## src/hw/rtl/rcsg_pkg.sv

```systemverilog
// Shared types and constants for the RGB contrast stretch / grayscale block.
`default_nettype none
package rcsg_pkg;

  localparam int PIX_W     = 8;
  localparam int LANES     = 3;
  localparam int DATA_W    = PIX_W * LANES;
  localparam int NUM_W     = 2 * PIX_W;
  localparam int SUM_W     = PIX_W + 2;
  localparam int DIV_STEPS = PIX_W;
  localparam int CNT_W     = $clog2(DIV_STEPS);
  localparam int USER_W    = 2;

  // Bit positions inside in_tuser
  localparam int TUSER_OP    = 0;
  localparam int TUSER_FIRST = 1;

  localparam logic OP_GATHER = 1'b0;
  localparam logic OP_APPLY  = 1'b1;

  localparam logic [PIX_W-1:0] PIX_MAX  = {PIX_W{1'b1}};
  localparam logic [PIX_W-1:0] GRAY_DIV = PIX_W'(3);

  typedef enum logic [2:0] {
    ST_IDLE = 3'b001,
    ST_DIV  = 3'b010,
    ST_DONE = 3'b100
  } state_t;

  typedef struct packed {
    logic gather;  // fold the accepted pixel into min/max
    logic load;    // set up the divider lanes from the accepted pixel
    logic step;    // one restoring division step on every lane
    logic emit;    // move the finished lanes into the output register
  } ctl_cmd_t;

endpackage
`default_nettype wire

```

## src/hw/rtl/rgb_contrast_stretch_grayscale.sv

```systemverilog
// Top level: RGB min/max contrast stretch and grayscale averaging on stream channels.
`default_nettype none
// A gather transfer (op = 0) folds the pixel into per-channel running min/max in the
// cycle it is accepted and produces no output; first = 1 restarts the statistics from
// that pixel. An apply transfer (op = 1) produces one output pixel: per channel
// floor((v-min)*255/(max-min)) clamped to 255, or 0 when max <= min or v <= min; in gray
// mode all three channels carry floor((r+g+b)/3). A gather leaves the input open. An apply
// transfer loads the divider lanes in its accepting cycle, then the input stays closed for
// eight steps of the three-lane restoring divider (one quotient bit per lane per cycle) and
// the handoff of the result to the output register, longer while the previous result still
// waits there; the next transfer is accepted while that result waits downstream.
// gray_mode is written through cfg_wr_en/cfg_wr_data; the user must write it only while no
// apply is in flight, as the block itself does not enforce this.
module rgb_contrast_stretch_grayscale (
  input  wire logic                         clk,
  input  wire logic                         rst_n,
  input  wire logic                         cfg_wr_en,
  input  wire logic                         cfg_wr_data,  // gray_mode
  input  wire logic                         in_tvalid,
  output logic                              in_tready,
  input  wire logic [rcsg_pkg::DATA_W-1:0]  in_tdata,     // red_in, green_in, blue_in
  input  wire logic [rcsg_pkg::USER_W-1:0]  in_tuser,     // op, first
  output logic                              out_tvalid,
  input  wire logic                         out_tready,
  output logic      [rcsg_pkg::DATA_W-1:0]  out_tdata     // red_out, green_out, blue_out
);
  import rcsg_pkg::*;

  ctl_cmd_t cmd;

  rcsg_ctrl u_ctrl (
    .clk        (clk),
    .rst_n      (rst_n),
    .in_tvalid  (in_tvalid),
    .in_tready  (in_tready),
    .in_op      (in_tuser[TUSER_OP]),
    .out_tvalid (out_tvalid),
    .out_tready (out_tready),
    .cmd        (cmd)
  );

  rcsg_datapath u_datapath (
    .clk         (clk),
    .rst_n       (rst_n),
    .cmd         (cmd),
    .cfg_wr_en   (cfg_wr_en),
    .cfg_wr_data (cfg_wr_data),
    .in_first    (in_tuser[TUSER_FIRST]),
    .in_tdata    (in_tdata),
    .out_tdata   (out_tdata)
  );

endmodule
`default_nettype wire

```

## src/hw/rtl/rcsg_ctrl.sv

```systemverilog
// Controller: sequences gather, divide and output handoff for one item at a time.
`default_nettype none
module rcsg_ctrl (
  input  wire logic              clk,
  input  wire logic              rst_n,
  input  wire logic              in_tvalid,
  output logic                   in_tready,
  input  wire logic              in_op,
  output logic                   out_tvalid,
  input  wire logic              out_tready,
  output rcsg_pkg::ctl_cmd_t     cmd
);
  import rcsg_pkg::*;

  state_t           state_r, state_nxt;
  logic [CNT_W-1:0] cnt_r, cnt_nxt;
  logic             out_valid_r, out_valid_nxt;
  logic             acc;

  assign in_tready  = (state_r == ST_IDLE);
  assign out_tvalid = out_valid_r;
  assign acc        = in_tvalid & in_tready;

  always_comb begin
    cmd.gather = acc & (in_op == OP_GATHER);
    cmd.load   = acc & (in_op == OP_APPLY);
    cmd.step   = (state_r == ST_DIV);
    cmd.emit   = (state_r == ST_DONE) & (~out_valid_r | out_tready);
  end

  always_comb begin
    state_nxt = state_r;
    cnt_nxt   = cnt_r;
    case (state_r)
      ST_IDLE: begin
        cnt_nxt = '0;
        if (cmd.load) begin
          state_nxt = ST_DIV;
        end
      end
      ST_DIV: begin
        cnt_nxt = cnt_r + CNT_W'(1);
        if (cnt_r == CNT_W'(DIV_STEPS - 1)) begin
          state_nxt = ST_DONE;
        end
      end
      ST_DONE: begin
        // hold until the output register is free
        if (cmd.emit) begin
          state_nxt = ST_IDLE;
        end
      end
      default: begin
        state_nxt = ST_IDLE;
        cnt_nxt   = '0;
      end
    endcase
  end

  always_comb begin
    out_valid_nxt = out_valid_r;
    if (cmd.emit) begin
      out_valid_nxt = 1'b1;
    end else if (out_tready) begin
      out_valid_nxt = 1'b0;
    end
  end

  always_ff @(posedge clk) begin
    if (!rst_n) begin
      state_r     <= ST_IDLE;
      cnt_r       <= '0;
      out_valid_r <= 1'b0;
    end else begin
      state_r     <= state_nxt;
      cnt_r       <= cnt_nxt;
      out_valid_r <= out_valid_nxt;
    end
  end

endmodule
`default_nettype wire

```

## src/hw/rtl/rcsg_datapath.sv

```systemverilog
// Datapath: per-channel min/max statistics, three restoring divider lanes, output register.
`default_nettype none
module rcsg_datapath (
  input  wire logic                         clk,
  input  wire logic                         rst_n,
  input  rcsg_pkg::ctl_cmd_t                cmd,
  input  wire logic                         cfg_wr_en,
  input  wire logic                         cfg_wr_data,
  input  wire logic                         in_first,
  input  wire logic [rcsg_pkg::DATA_W-1:0]  in_tdata,
  output logic      [rcsg_pkg::DATA_W-1:0]  out_tdata
);
  import rcsg_pkg::*;

  logic             gray_mode_r;
  logic [PIX_W-1:0] lo_r   [LANES];
  logic [PIX_W-1:0] hi_r   [LANES];
  logic [PIX_W-1:0] lo_nxt [LANES];
  logic [PIX_W-1:0] hi_nxt [LANES];

  logic [PIX_W-1:0] rem_r  [LANES];
  logic [PIX_W-1:0] quo_r  [LANES];
  logic [PIX_W-1:0] dvs_r  [LANES];
  logic             zero_r [LANES];
  logic             ovf_r  [LANES];
  logic [DATA_W-1:0] out_data_r;

  logic [PIX_W-1:0] pix      [LANES];
  logic [NUM_W-1:0] num      [LANES];
  logic [PIX_W-1:0] dvs_ld   [LANES];
  logic             zero_ld  [LANES];
  logic [PIX_W-1:0] rem_step [LANES];
  logic             qbit     [LANES];
  logic [SUM_W-1:0] gray_sum;

  assign out_tdata = out_data_r;

  always_comb begin
    for (int i = 0; i < LANES; i++) begin
      pix[i] = in_tdata[i*PIX_W +: PIX_W];
    end
    gray_sum = SUM_W'(pix[0]) + SUM_W'(pix[1]) + SUM_W'(pix[2]);
  end

  // Statistics fold on gather
  always_comb begin
    for (int i = 0; i < LANES; i++) begin
      lo_nxt[i] = lo_r[i];
      hi_nxt[i] = hi_r[i];
      if (cmd.gather) begin
        if (in_first) begin
          lo_nxt[i] = pix[i];
          hi_nxt[i] = pix[i];
        end else begin
          if (pix[i] < lo_r[i]) lo_nxt[i] = pix[i];
          if (pix[i] > hi_r[i]) hi_nxt[i] = pix[i];
        end
      end
    end
  end

  // Lane setup: numerator and divisor for stretch or gray average
  always_comb begin
    logic [PIX_W-1:0] diff;
    for (int i = 0; i < LANES; i++) begin
      diff = pix[i] - lo_r[i];
      if (gray_mode_r) begin
        num[i]     = NUM_W'(gray_sum);
        dvs_ld[i]  = GRAY_DIV;
        zero_ld[i] = 1'b0;
      end else begin
        // (v - low) * 255 as a shift and subtract
        num[i]     = {diff, {PIX_W{1'b0}}} - {{PIX_W{1'b0}}, diff};
        dvs_ld[i]  = hi_r[i] - lo_r[i];
        zero_ld[i] = (hi_r[i] <= lo_r[i]) | (pix[i] <= lo_r[i]);
      end
    end
  end

  // One restoring step per lane: shift in the next numerator bit, subtract if it fits
  always_comb begin
    logic [PIX_W:0] trial;
    for (int i = 0; i < LANES; i++) begin
      trial   = {rem_r[i], quo_r[i][PIX_W-1]};
      qbit[i] = (trial >= {1'b0, dvs_r[i]});
      if (qbit[i]) begin
        rem_step[i] = PIX_W'(trial - {1'b0, dvs_r[i]});
      end else begin
        rem_step[i] = trial[PIX_W-1:0];
      end
    end
  end

  always_ff @(posedge clk) begin
    if (!rst_n) begin
      gray_mode_r <= 1'b0;
      for (int i = 0; i < LANES; i++) begin
        lo_r[i] <= PIX_MAX;
        hi_r[i] <= '0;
      end
    end else begin
      if (cfg_wr_en) begin
        gray_mode_r <= cfg_wr_data;
      end
      for (int i = 0; i < LANES; i++) begin
        lo_r[i] <= lo_nxt[i];
        hi_r[i] <= hi_nxt[i];
      end
    end
  end

  always_ff @(posedge clk) begin
    for (int i = 0; i < LANES; i++) begin
      if (cmd.load) begin
        rem_r[i]  <= num[i][NUM_W-1:PIX_W];
        quo_r[i]  <= num[i][PIX_W-1:0];
        dvs_r[i]  <= dvs_ld[i];
        zero_r[i] <= zero_ld[i];
        // quotient would not fit in a pixel: clamp
        ovf_r[i]  <= (num[i][NUM_W-1:PIX_W] >= dvs_ld[i]);
      end else if (cmd.step) begin
        rem_r[i] <= rem_step[i];
        quo_r[i] <= {quo_r[i][PIX_W-2:0], qbit[i]};
      end
      if (cmd.emit) begin
        if (zero_r[i]) begin
          out_data_r[i*PIX_W +: PIX_W] <= '0;
        end else if (ovf_r[i]) begin
          out_data_r[i*PIX_W +: PIX_W] <= PIX_MAX;
        end else begin
          out_data_r[i*PIX_W +: PIX_W] <= quo_r[i];
        end
      end
    end
  end

endmodule
`default_nettype wire
```

## config.mk

```make
export PLATFORM = sky130hd
export DESIGN_NAME = rgb_contrast_stretch_grayscale
export DESIGN_NICKNAME = d
export VERILOG_FILES = /design/src/hw/rtl/rcsg_pkg.sv /design/src/hw/rtl/rgb_contrast_stretch_grayscale.sv /design/src/hw/rtl/rcsg_ctrl.sv /design/src/hw/rtl/rcsg_datapath.sv
export SDC_FILE = /design/constraint.sdc
export NUM_CORES = 1
export LEC_CHECK = 0
export BUFFER_PORTS_ARGS = -buffer_cell sky130_fd_sc_hd__buf_4
export CAP_MARGIN = 15
export CORE_UTILIZATION = 29
export DETAILED_ROUTE_END_ITERATION = 8
export GPL_TIMING_DRIVEN = 0
export RECOVER_POWER = 50
export SKIP_LAST_GASP = 1
export SYNTH_ARGS = -nofsm -noshare
export SYNTH_HDL_FRONTEND = slang
export SYNTH_SLANG_ARGS = --single-unit
```

## constraint.sdc

```tcl
create_clock -name clk -period 9.3 [get_ports clk]
set_input_delay 2.79 -clock clk [delete_from_list [all_inputs] [get_ports clk]]
set_output_delay 2.79 -clock clk [all_outputs]
set_load 0.01 [all_outputs]
```

==> results.md, run 1 <==
* Setup slack, reg-to-reg at 5.09 ns
* Cell chain of the critical path: buf_4 -> ha_1 -> a21o_1 -> a21oi_1 -> o21bai_1 -> a21oi_1 -> xnor2_1 -> ha_1 -> o21a_1 -> o21ai_0 -> a22oi_1 -> a21oi_1 -> o21ai_0 -> o21ai_0 -> nor2_1 -> ha_1 -> a21o_1 -> a21o_1 -> a21oi_1 -> nor2b_1 -> o21ai_0 -> a21oi_1
* Avg Cell Area, Syn at between 8 and 9 um2
* Routed WL at approximately 35 mm
* CTS Hold Bufs at 0
* CTS tree: done
* Worst Hold Slack at roughly 0.48 ns
* # resized after CTS at 0
* RR Startpoint: u_datapath.lo_r[0][8]$_SDFFE_PN1P_
* Register-to-Register Path Depth at 20
* Final core area utilization at 0.333
* Synth Instances at 1389
* P_int at 1.48 mW
* Crit Path Class: in -> reg
* WP data required at between 9 and 10 ns
* RR Endpoint: u_datapath.ovf_r[0][1]$_DFFE_PP_
* Fin crit period at 7.00 ns
* Critical path depth at 22
* Ant diodes at 0
* Cell family contributing the most delay on the critical path: compound AO/OA/AOI/OAI gates
* Sink Count at about 160
* Pleak at 5.82 nW
* Largest net degree at the start of global routing at 33
* Pwr Total at 2.29 mW
* Share of cells above drive strength 1 at 0.0770
* CP max-delay cell: o21ai_0
* Final #Nets at 1651
* RSZ-0062 raised after global routing: no
* Clk Latency, worst-skew pair at 0.45 ns
* DRT Pass-1 Iters at 5
* Critical path launch point type: input port
* Post-CTS Setup Repair Bufs at 0
* H-Tree Depth at 4
* # rows at 75
* Final setup vio count at 0
* DR iter-0 viols at 704
* CTS Buf Count at 17
* Worst hold path class: reg -> reg
* Outcome: finished, violations left
* Post-Synth Simple-Gate Area at 0.191
* Synth Area in Adders at 0.159
* Crit end category: register
* Core area at 42200 um2
* Die ar. at 43900 um2
* Mapped cell area at 12500 um2
* Maximum fanout along the worst path at 6
* PortBufs at 55
* Flop pwr share at 0.367
* Grt total ovfl at 0
* Slew headroom at -0.437
* Failing checks: capacitance limit, slew limit
* Gr usage total at 0.160
* # DRC at 0
* Wire length per cell at 17.2 um
* Final hold violation count at 0
* Vias in the first global route at 9976
* Yosys reg bits at 158
* Ports at a little under 60
* Max VDD drop at 0.000122 V
* Final slew viol count at 33
* End point of the critical path: u_datapath.ovf_r[0][2]$_DFFE_PP_
* Post-synthesis async set-or-reset flop share at 0
* Pwr/cell area at 163 nW/um2
* Die Y at 210 um
* Xor/xnor share of the synthesized area at 0.0344
* Largest family of logic cells by synthesized area: simple AND/OR/NAND/NOR gates
* Compound-Gate Fraction of Synth Area at 0.183
* Initial Utilization at 0.296
* Max Clock Skew at 0.0186 ns
* Clk pwr share at 0.295
* Period utilization at 0.753
* Switch share at 0.352
* Placer Congestion at approximately 0.9
* Tightest Pin Transition at roughly 2.2 ns
* CP most frequent cell: a21oi_1
* Worst path max stage delay at between 0.5 and 0.6 ns
* Primary FF master, synth: edfxtp_1
* Syn Nets at between 1.5k and 2k
* Mux cell area share after synthesis at 0.0456
* CP arrival at 7.18 ns
* Max cap viols at 1
* Chip Width at 210 um
* Number of flops mapped to enable cells by yosys at 102
* Combinational share of power at 0.338
* Area Overhead vs Synth at 12.6%
* Synth warn at 0
* Setup TNS at 0 ns
* Critical path buffers and inverters at 1
* Clock transition at path regs at 0.08 ns
* Fmax at 143 MHz
* Post-route ant nets at 0
* Initial antenna violation count at 0
* Netlist cell types at 86
* Via Count at 10.3k
* Worst Hold Launch: u_datapath.lo_r[0][13]$_SDFFE_PN1P_
* Clock root buffer: clkbuf_16
* Vias per cell at 5.12
* CP Launch Point: in_tdata[1]
* Sequential share of the synthesized area at 0.335
* Wire length of the first global-routing pass at 54.4 mm
* Detailed Place HPWL at ~28 mm
* Clock Tree Buf Depth at 2
* Sw Pwr at roughly 0.81 mW
-- cell families after synthesis --
group	count (synthesis)
simple gates	470
compound gates	336
buf+inv	168
flops	158
fa+ha+maj	152
mux	56
xor+xnor	49
-- Yosys cell counts (11+ instances only) --
library cell	count	area share
a211oi_1	16	0.0096
a21o_1	17	0.010
a21oi_1	82	0.033
buf_2	11	0.0044
clkbuf_1	33	0.0099
dfxtp_1	56	0.090
edfxtp_1	102	0.25
fa_1	11	0.018
ha_1	141	0.14
inv_1	122	0.037
mux2i_1	49	0.039
nand2_1	81	0.024
nand2b_1	36	0.018
nand3_1	11	0.0044
nand4_1	22	0.011
nor2_1	150	0.045
nor2b_1	70	0.035
nor3_1	25	0.010
o211ai_1	17	0.010
o21a_1	41	0.025
o21ai_0	65	0.026
or3_1	12	0.0060
xnor2_1	39	0.027
-- power by group through the flow --
| stage | Clock, mW | Sequential [mW] | Combinational [mW] |
|---|---|---|---|
| 2_1_floorplan | 0 | 0.843 | 0.557 |
| 3_3_place_gp | 0 | 0.854 | 0.742 |
| 3_5_place_dp | 0 | 0.854 | 0.764 |
| 4_1_cts | 0.693 | 0.838 | 0.768 |
| 5_1_grt | 0.717 | 0.844 | 0.861 |
| 6_report | 0.676 | 0.839 | 0.775 |
-- cells in the final DEF, fill, tap and decap left out, types with 27 or more instances in the layout --
master	Yosys	routed
edfxtp_1	102	102
o21a_1	41	41
nor2_1	150	150
clkbuf_1	33	63
nand2b_1	36	36
inv_1	122	122
mux2i_1	49	49
dfxtp_1	56	56
ha_1	141	141
a21oi_1	82	82
buf_4	0	27
xnor2_1	39	39
o21ai_0	65	65
nand2_1	81	81
nor2b_1	70	70
-- cell type report --
type                            instances  area (um2)
Multi-Input combinational cell       1063        7660
Clock inverter                         14         125
Timing Repair Buffer                   59         350
Fill cell                            4408       28200
Clock buffer                           18         429
Buffer                                 46         194
Tap cell                              539         674
Sequential cell                       158        4180
Inverter                              122         458
-- per-stage QoR --
stage | area [um2] | worst slack (ns) | cells
2_1_floorplan | 12500 | 2.87 | 1389
3_3_place_gp | 13600 | 1.95 | 1983
3_5_place_dp | 13700 | 1.90 | 1987
4_1_cts | 14200 | 2.36 | 2019
5_1_grt | 14100 | 2.01 | 2019
6_report | 14100 | 2.30 | 2019
-- routing by layer --
metal  up-vias  track usage  wire, um
li1       5124            -         -
met4         0       0.0544       884
met2       284        0.244     14800
met5         -            0         0
met1      4873        0.223     17200
met3        56       0.0335      1940
-- sequential cells by signal, summed over array words and instances, names as in the netlist --
register	flops
u_ctrl.cnt_r	3
u_ctrl.out_tvalid	1
u_ctrl.state_r	3
u_datapath.dvs_r	24
u_datapath.gray_mode_r	1
u_datapath.hi_r	24
u_datapath.lo_r	24
u_datapath.out_tdata	24
u_datapath.ovf_r	3
u_datapath.quo_r	24
u_datapath.rem_r	24
u_datapath.zero_r	3
-- how the worst min path moves through the flow --
stage,endpoint,cells after the start,slack [ns]
floorplan,u_datapath.lo_r[0][10]$_SDFFE_PN1P_,2,0.44
global placement,u_datapath.lo_r[0][10]$_SDFFE_PN1P_,2,0.46
detailed placement,u_datapath.lo_r[0][10]$_SDFFE_PN1P_,2,0.46
CTS,u_datapath.lo_r[0][10]$_SDFFE_PN1P_,2,0.48
global route,u_datapath.lo_r[0][13]$_SDFFE_PN1P_,2,0.51
finish,u_datapath.lo_r[0][13]$_SDFFE_PN1P_,2,0.48
-- tightest hold or removal path, stage by stage, from the launching register on --
cell and delay, ns:
dfxtp_1 0.33, mux2i_1 0.07, nand2_1 0.05
Power figures use the tool's default switching activity.
==> run 2, diff against run 1 <==
--- a/config.mk
+++ b/config.mk
@@ -5,6 +5,7 @@
 export SDC_FILE = /design/constraint.sdc
 export NUM_CORES = 1
 export LEC_CHECK = 0
+export ABC_AREA = 1
 export BUFFER_PORTS_ARGS = -buffer_cell sky130_fd_sc_hd__buf_4
 export CAP_MARGIN = 15
 export CORE_UTILIZATION = 29
==> constraint.sdc (replaced) <==
create_clock -name clk -period 5.8 [get_ports clk]
set_input_delay 1.74 -clock clk [delete_from_list [all_inputs] [get_ports clk]]
set_output_delay 1.74 -clock clk [all_outputs]
set_load 0.01 [all_outputs]
==> run 2 against run 1 <==
  * The flow now finishes without violations
  * First-iteration DRC count decreased by 14%
  * Global-route usage up 0.16 points
  * Sequential power up 63%
  * Core utilization rose by 0.24 points
  * Critical path depth up 1
  * Highest routed layer unchanged
==> results.md, run 2 <==
* Clock root buffer: clkbuf_16
* Critical path buffers and inverters at 4 (+3)
* Via Count at 10.9k (+5.0%)
* Vias in the first global route at 10.4k (+4.3%)
* Top cells by count, synth: 364 x nand2_1, 280 x inv_1, 151 x a21oi_1
* Gr usage total at 0.162 (+0.00156)
* Number of flops mapped to enable cells by yosys at 102 (unchanged)
* Area Overhead vs Synth at 13.2%
* Clock transition at path regs at 0.07 ns (about the same)
* Clk Latency, worst-skew pair at 0.44 ns (about the same)
* Netlist cell types at 54 (-37%)
* Place WS at 0.0307 ns (-1.87 ns)
* Fmax at 186 MHz
* Outcome: finished clean
* Commonest non-fill, non-tap cell in the layout: nand2_1
* CP arrival at 5.52 ns (-1.66 ns)
* Clock Tree Buf Depth at 2 (unchanged)
* Most frequent cells in the layout: 364 x nand2_1, 281 x inv_1, 151 x a21oi_1
* # resized after CTS at 0 (unchanged)
* Pleak at 6.70 nW (+15%)
* Yosys top cell by area: edfxtp_1
* Post-CTS Setup Repair Bufs at 0 (unchanged)
* Core area at 42300 um2 (+0.22%)
* DR iter-0 viols at 602 (-14%)
* PortBufs at 56 (+1.8%)
* Sink Count at 158 (unchanged)
* Area after DPL at 13800 um2 (+0.86%)
* # DRC at 0 (unchanged)
* CTS Hold Bufs at 0 (unchanged)
* # rows at 75 (unchanged)
* Wire length of the first global-routing pass at 56.0 mm (+3.0%)
* CP max-delay cell: fa_1
* Grt total ovfl at 0 (unchanged)
* Final hold violation count at 0 (unchanged)
* Largest net degree at the start of global routing at 39 (+18%)
* Ports at 58 (unchanged)
* Final slew viol count at 0 (-100%)
* DRT Pass-1 Iters at 5 (unchanged)
* Die Y at 210 um (+0.22%)
* CTS tree: done
* Setup slack, reg-to-reg at 2.44 ns (-2.65 ns)
* Slew headroom at 0.0701 (+0.507)
* Synth top area share at 0.244 (-0.00108)
* Cell family contributing the most delay on the critical path: compound AO/OA/AOI/OAI gates
* Synth warn at 0 (unchanged)
* CTS Buf Count at 17 (unchanged)
* Crit Path Class: in -> reg
* Max VDD drop at 0.000190 V (+56%)
* Worst path max stage delay at 0.41 ns (-0.12 ns)
* Routed WL at 35.0 mm (+0.71%)
* Fin crit period at around 5.4 ns
* Avg Cell Area, Syn at 7.70 um2 (-14%)
* Maximum fanout along the worst path at 4 (-2)
* Vias per cell at 4.72 (-7.8%)
* Max cap viols at 0 (-1)
* Max Clock Skew at 0.0149 ns (-0.00378 ns)
* Detailed Place HPWL at 28.8 mm (+2.0%)
* Synth Instances at 1629 (+17%)
* Initial antenna violation count at 0 (unchanged)
* Final core area utilization at 0.336 (+0.00240)
* Final Worst Setup Slack at 0.418 ns (-1.88 ns)
* Die ar. at 44100 um2 (+0.44%)
* Post-route ant nets at 0 (unchanged)
* Most frequent cell after synthesis: nand2_1
* Placer Congestion at 0.885 (+0.14%)
* CP most frequent cell: nand2_1
* Ant diodes at 0 (unchanged)
* Cell chain of the critical path: buf_4 -> ha_1 -> inv_1 -> fa_1 -> o21ai_2 -> a21oi_1 -> o21ai_0 -> xor2_1 -> ha_1 -> a21oi_1 -> o21a_1 -> nand2_1 -> nand2_1 -> nand2_1 -> o22ai_1 -> inv_1 -> nand2_1 -> inv_1 -> ha_1 -> a21oi_1 -> o21ai_0 -> nand2_1 -> o2111ai_1
* Initial Utilization at 0.296 (+0.000645)
* Critical path launch point type: input port
* Wire length per cell at 15.2 um (-12%)
* Period utilization at 0.928
* Pwr/cell area at 276 nW/um2 (+70%)
* Syn Nets at 1813 (+15%)
* Chip Width at 210 um (+0.22%)
* Mapped cell area at 12500 um2 (+0.44%)
* Post-synthesis async set-or-reset flop share at 0 (unchanged)
* Primary FF master, synth: edfxtp_1
* RSZ-0062 raised after global routing: no
* Worst hold path class: reg -> reg
* Final setup vio count at 0 (unchanged)
* Synth area leaders: edfxtp_1 24%, ha_1 14%, nand2_1 11%, dfxtp_1 8.9%, inv_1 8.4%
* WP data required at 5.94 ns (-3.54 ns)
* Setup TNS at 0 ns (unchanged)
* Final #Nets at 1893 (+15%)
* Fillers at 4445 (+0.84%)
* Yosys reg bits at 158 (unchanged)
* Final instance area at 14200 um2 (+0.94%)
* Share of cells above drive strength 1 at 0.0999 (+0.0229)
* Tightest Pin Transition at 1.38 ns (-0.771 ns)
* Crit end category: register
* Sequential share of the synthesized area at 0.333 (-0.00147)
* H-Tree Depth at 4 (unchanged)
-- run 2: changes by cell type after synthesis, moves of 18 or more --
cell	previous run	this run
a21oi_1	82	151
inv_1	122	280
mux2i_1	49	0
nand2_1	81	364
nand2_2	0	26
nand2b_1	36	0
nand3_1	11	70
nor2_1	150	104
nor2b_1	70	0
o211ai_2	1	19
o21a_1	41	7
xnor2_1	39	9
-- run 2: cells by family after synthesis --
family / count (synthesis) / share of synthesized area
buf+inv: 326 / 0.103
simple gates: 647 / 0.233
xor+xnor: 29 / 0.0208
fa+ha+maj: 152 / 0.158
flops: 158 / 0.333
compound gates: 317 / 0.152
-- run 2: worst paths after layout --
path	end	startpoint	cells after the start
worst max-delay path	u_datapath.ovf_r[0][1]$_DFFE_PP_	in_tdata[0]	23
worst min register to register	u_ctrl.cnt_r[0]$_SDFFE_PN0N_	u_ctrl.cnt_r[0]$_SDFFE_PN0N_	1
worst min-delay path	u_ctrl.cnt_r[0]$_SDFFE_PN0N_	u_ctrl.cnt_r[0]$_SDFFE_PN0N_	1
worst max register to register	u_datapath.dvs_r[0][8]$_DFFE_PP_	u_ctrl.state_r[1]$_SDFFE_PN0P_	6
-- run 2: stage by stage --
step / cells / hold slack, ns / total power, mW
final: 2299 / 0.470 / 3.92
after global routing: 2299 / 0.502 / 4.18
after CTS: 2299 / 0.476 / 3.93
after detailed placement: 2267 / 0.464 / 2.78
after global placement: 2262 / 0.451 / 2.75
after floorplan: 1629 / 0.430 / 2.40
-- run 2: where the power goes --
group | internal, mW | total [mW] | switching (mW)
Sequential | 1.33 | 1.37 | 0.0441
Clock | 0.615 | 1.16 | 0.542
Combinational | 0.492 | 1.40 | 0.903
Total | 2.43 | 3.92 | 1.49
-- run 2: area by class of cell --
type	instances	area (um2)	share of cell area
repair buffers	61	362	0.0255
clock buffers	17	425	0.0299
well taps	577	722	0.0508
clock inverters	15	175	0.0123
multi-input cells	1145	7060	0.497
plain buffers	37	193	0.0136
flip-flops and latches	158	4180	0.295
inverters	289	1080	0.0764
-- run 2: layer usage --
layer	routed length, um	vias up	GRT usage
li1	-	5588	-
met1	17200	5009	0.223
met2	15700	226	0.263
met3	1430	35	0.0216
met4	648	0	0.0473
met5	0	-	0
==> run 3, diff against run 2 <==
--- a/config.mk
+++ b/config.mk
@@ -12,6 +12,7 @@
 export DETAILED_ROUTE_END_ITERATION = 8
 export GPL_TIMING_DRIVEN = 0
 export RECOVER_POWER = 50
+export SETUP_SLACK_MARGIN = 0.5
 export SKIP_LAST_GASP = 1
 export SYNTH_ARGS = -nofsm -noshare
 export SYNTH_HDL_FRONTEND = slang
==> run 3 against run 2 <==
  * Clock power hardly changed
  * Worst setup slack better by 0.35 ns
  * Final cell count stayed put
  * Register-to-register slack better by 0.04 ns
  * First-iteration DRC count is 33% higher
  * Non-clock buffer count stayed put
  * Sequential share of layout area is 0.11 points lower
  * Power is 0.24% higher
  * Combinational power hardly changed
  * Critical path type unchanged
  * Worst hold slack better by 0.013 ns
==> results.md, run 3 (same netlist as run 2, synthesis figures left out) <==
* Fin crit period at 5.03 ns (-0.350 ns)
* CP most frequent cell: nand2_1
* CTS Buf Count at 17 (unchanged)
* Max cap viols at 0 (unchanged)
* Hold EP: u_ctrl.cnt_r[2]$_SDFFE_PN0N_
* Clock Tree Buf Depth at 2 (unchanged)
* Gr usage total at 0.162 (about the same)
* CP Launch Point: in_tdata[0]
* Crit end category: register
* Critical path launch point type: input port
* Wire length of the first global-routing pass at 56.2 mm (+0.24%)
* H-Tree Depth at 4 (unchanged)
* Share of cells above drive strength 1 at 0.105 (+0.00523)
* Grt total ovfl at 0 (unchanged)
* Critical path buffers and inverters at 4 (unchanged)
* Post-route ant nets at 0 (unchanged)
* Final setup vio count at 0 (unchanged)
* Final instance area at 14300 um2 (+0.38%)
* Period utilization at 0.867 (-0.0604)
* Fmax at 199 MHz (+7.0%)
* Die ar. at 44100 um2 (unchanged)
* Area after DPL at 13800 um2 (+0.11%)
* Crit Path Class: in -> reg
* Placer Congestion at 0.867 (-2.1%)
* Final Worst Setup Slack at 0.769 ns (+0.350 ns)
* CP max-delay cell: fa_1
* Die Y at 210 um (unchanged)
* Pleak at 6.72 nW (+0.33%)
* CP arrival at 5.18 ns (-0.34 ns)
* Worst hold path class: reg -> reg
* # DRC at 0 (unchanged)
* PortBufs at 56 (unchanged)
* Clock root buffer: clkbuf_16
* Place WS at 0.0124 ns (-0.0183 ns)
* RR Startpoint: u_datapath.lo_r[0][16]$_SDFFE_PN1P_
* Worst Hold Slack at 0.483 ns (+0.0128 ns)
* Routed WL at 35.0 mm (about the same)
* Vias per cell at 4.74 (+0.40%)
* Clk Latency, worst-skew pair at 0.45 ns (about the same)
* Ant diodes at 0 (unchanged)
* Via Count at 10.9k (+0.40%)
* Setup TNS at 0 ns (unchanged)
* Max Clock Skew at 0.0203 ns (+0.00545 ns)
* Outcome: finished clean
* CTS tree: done
* Maximum fanout along the worst path at 4 (unchanged)
* Cell chain of the critical path: buf_4 -> ha_1 -> inv_1 -> fa_1 -> o21ai_4 -> a21oi_1 -> o21ai_1 -> xor2_1 -> ha_1 -> a21oi_1 -> o21a_1 -> nand2_1 -> nand2_1 -> nand2_1 -> o22ai_4 -> inv_2 -> nand2_1 -> inv_1 -> ha_1 -> a21oi_1 -> o21ai_0 -> nand2_1 -> o2111ai_1
* Sink Count at 158 (unchanged)
* Worst Hold Launch: u_ctrl.cnt_r[2]$_SDFFE_PN0N_
* Most frequent cells in the layout: 364 x nand2_1, 280 x inv_1, 151 x a21oi_1
* Largest net degree at the start of global routing at 34 (-13%)
* Clock transition at path regs at 0.07 ns (about the same)
* Pwr/cell area at 276 nW/um2 (-0.14%)
* Vias in the first global route at 10.5k (+0.74%)
* RSZ-0062 raised after global routing: no
* Core area at 42300 um2 (unchanged)
* Max VDD drop at 0.000175 V (-7.8%)
* Setup slack, reg-to-reg at 2.48 ns (+0.04 ns)
* Tightest Pin Transition at 1.07 ns (-0.318 ns)
* Pwr Total at 3.93 mW (+0.24%)
* Fillers at 4453 (+0.18%)
* Final #Nets at 1893 (unchanged)
* # rows at 75 (unchanged)
* Final slew viol count at 0 (unchanged)
* Final hold violation count at 0 (unchanged)
* WP data required at 5.94 ns (about the same)
* CTS Hold Bufs at 0 (unchanged)
* Commonest non-fill, non-tap cell in the layout: nand2_1
* RR Endpoint: u_datapath.ovf_r[0][2]$_DFFE_PP_
* Chip Width at 210 um (unchanged)
* Area Overhead vs Synth at 13.6%
* Wire length per cell at 15.2 um (about the same)
* Detailed Place HPWL at 28.7 mm (-0.62%)
* Worst path max stage delay at 0.43 ns (+0.02 ns)
* Slew headroom at 0.289 (+0.219)
* Ports at 58 (unchanged)
* Cell family contributing the most delay on the critical path: compound AO/OA/AOI/OAI gates
* Register-to-Register Path Depth at 20 (+14)
* DR iter-0 viols at 798 (+33%)
* Hold Path Depth at 2 (+1)
* Initial antenna violation count at 0 (unchanged)
* DRT Pass-1 Iters at 5 (unchanged)
* Initial Utilization at 0.296 (unchanged)
[run 3: changes by cell type in the layout (fill, tap and decap cells not counted), moves of 2 or more]
cell	before	now
o21ai_0	79	76
inv_6	3	5
clkinv_4	3	1
o21ai_1	8	11
clkbuf_1	51	46
nor3_4	0	2
buf_4	31	36
nor3_1	12	10
[run 3: stage by stage]
stage,util,std cells
after floorplan,-,1629
after CTS,0.340,2298
after global placement,0.324,2262
after global routing,0.337,2299
after detailed placement,0.326,2266
final,0.337,2299
[run 3: worst max-delay path by stage]
stage	endpoint	cells after the start
2_1_floorplan	u_datapath.ovf_r[0][1]$_DFFE_PP_	22
3_3_place_gp	u_datapath.rem_r[1][6]$_DFFE_PP_	5
3_5_place_dp	u_datapath.ovf_r[0][1]$_DFFE_PP_	23
4_1_cts	u_datapath.ovf_r[0][1]$_DFFE_PP_	23
5_1_grt	u_datapath.ovf_r[0][1]$_DFFE_PP_	23
6_report	u_datapath.ovf_r[0][1]$_DFFE_PP_	23
[run 3: layer usage]
layer,global-route usage,wire length (um)
met1,0.224,17400
met2,0.258,15400
met3,0.0243,1480
met4,0.0496,734
met5,0,0
[run 3: tightest hold or removal path, stage by stage (launching register included)]
cell     delay, ns
dfxtp_1       0.32
nand2_1       0.06
a21oi_1       0.06
[run 3: cell type report]
cell class / instances / area (um2) / share of cell area
clock buffers: 17 / 425 / 0.0298
inverters: 289 / 1080 / 0.0761
plain buffers: 37 / 200 / 0.0140
well taps: 577 / 722 / 0.0506
repair buffers: 61 / 373 / 0.0261
flip-flops and latches: 158 / 4180 / 0.293
clock inverters: 15 / 166 / 0.0117
multi-input cells: 1145 / 7100 / 0.498
[run 3: repair_timing]
item | 4_1_cts | 5_1_grt
pin swaps | 0 | 3
cloned | 0 | 0
setup endpoints to repair | 1 | 1
setup buffers | 0 | 1
gates resized for setup | 1 | 4
[run 3: report_power, final]
group / switching [mW] / internal [mW]
clock network: 0.543 / 0.614
logic: 0.908 / 0.498
registers: 0.0441 / 1.33
total: 1.49 / 2.44
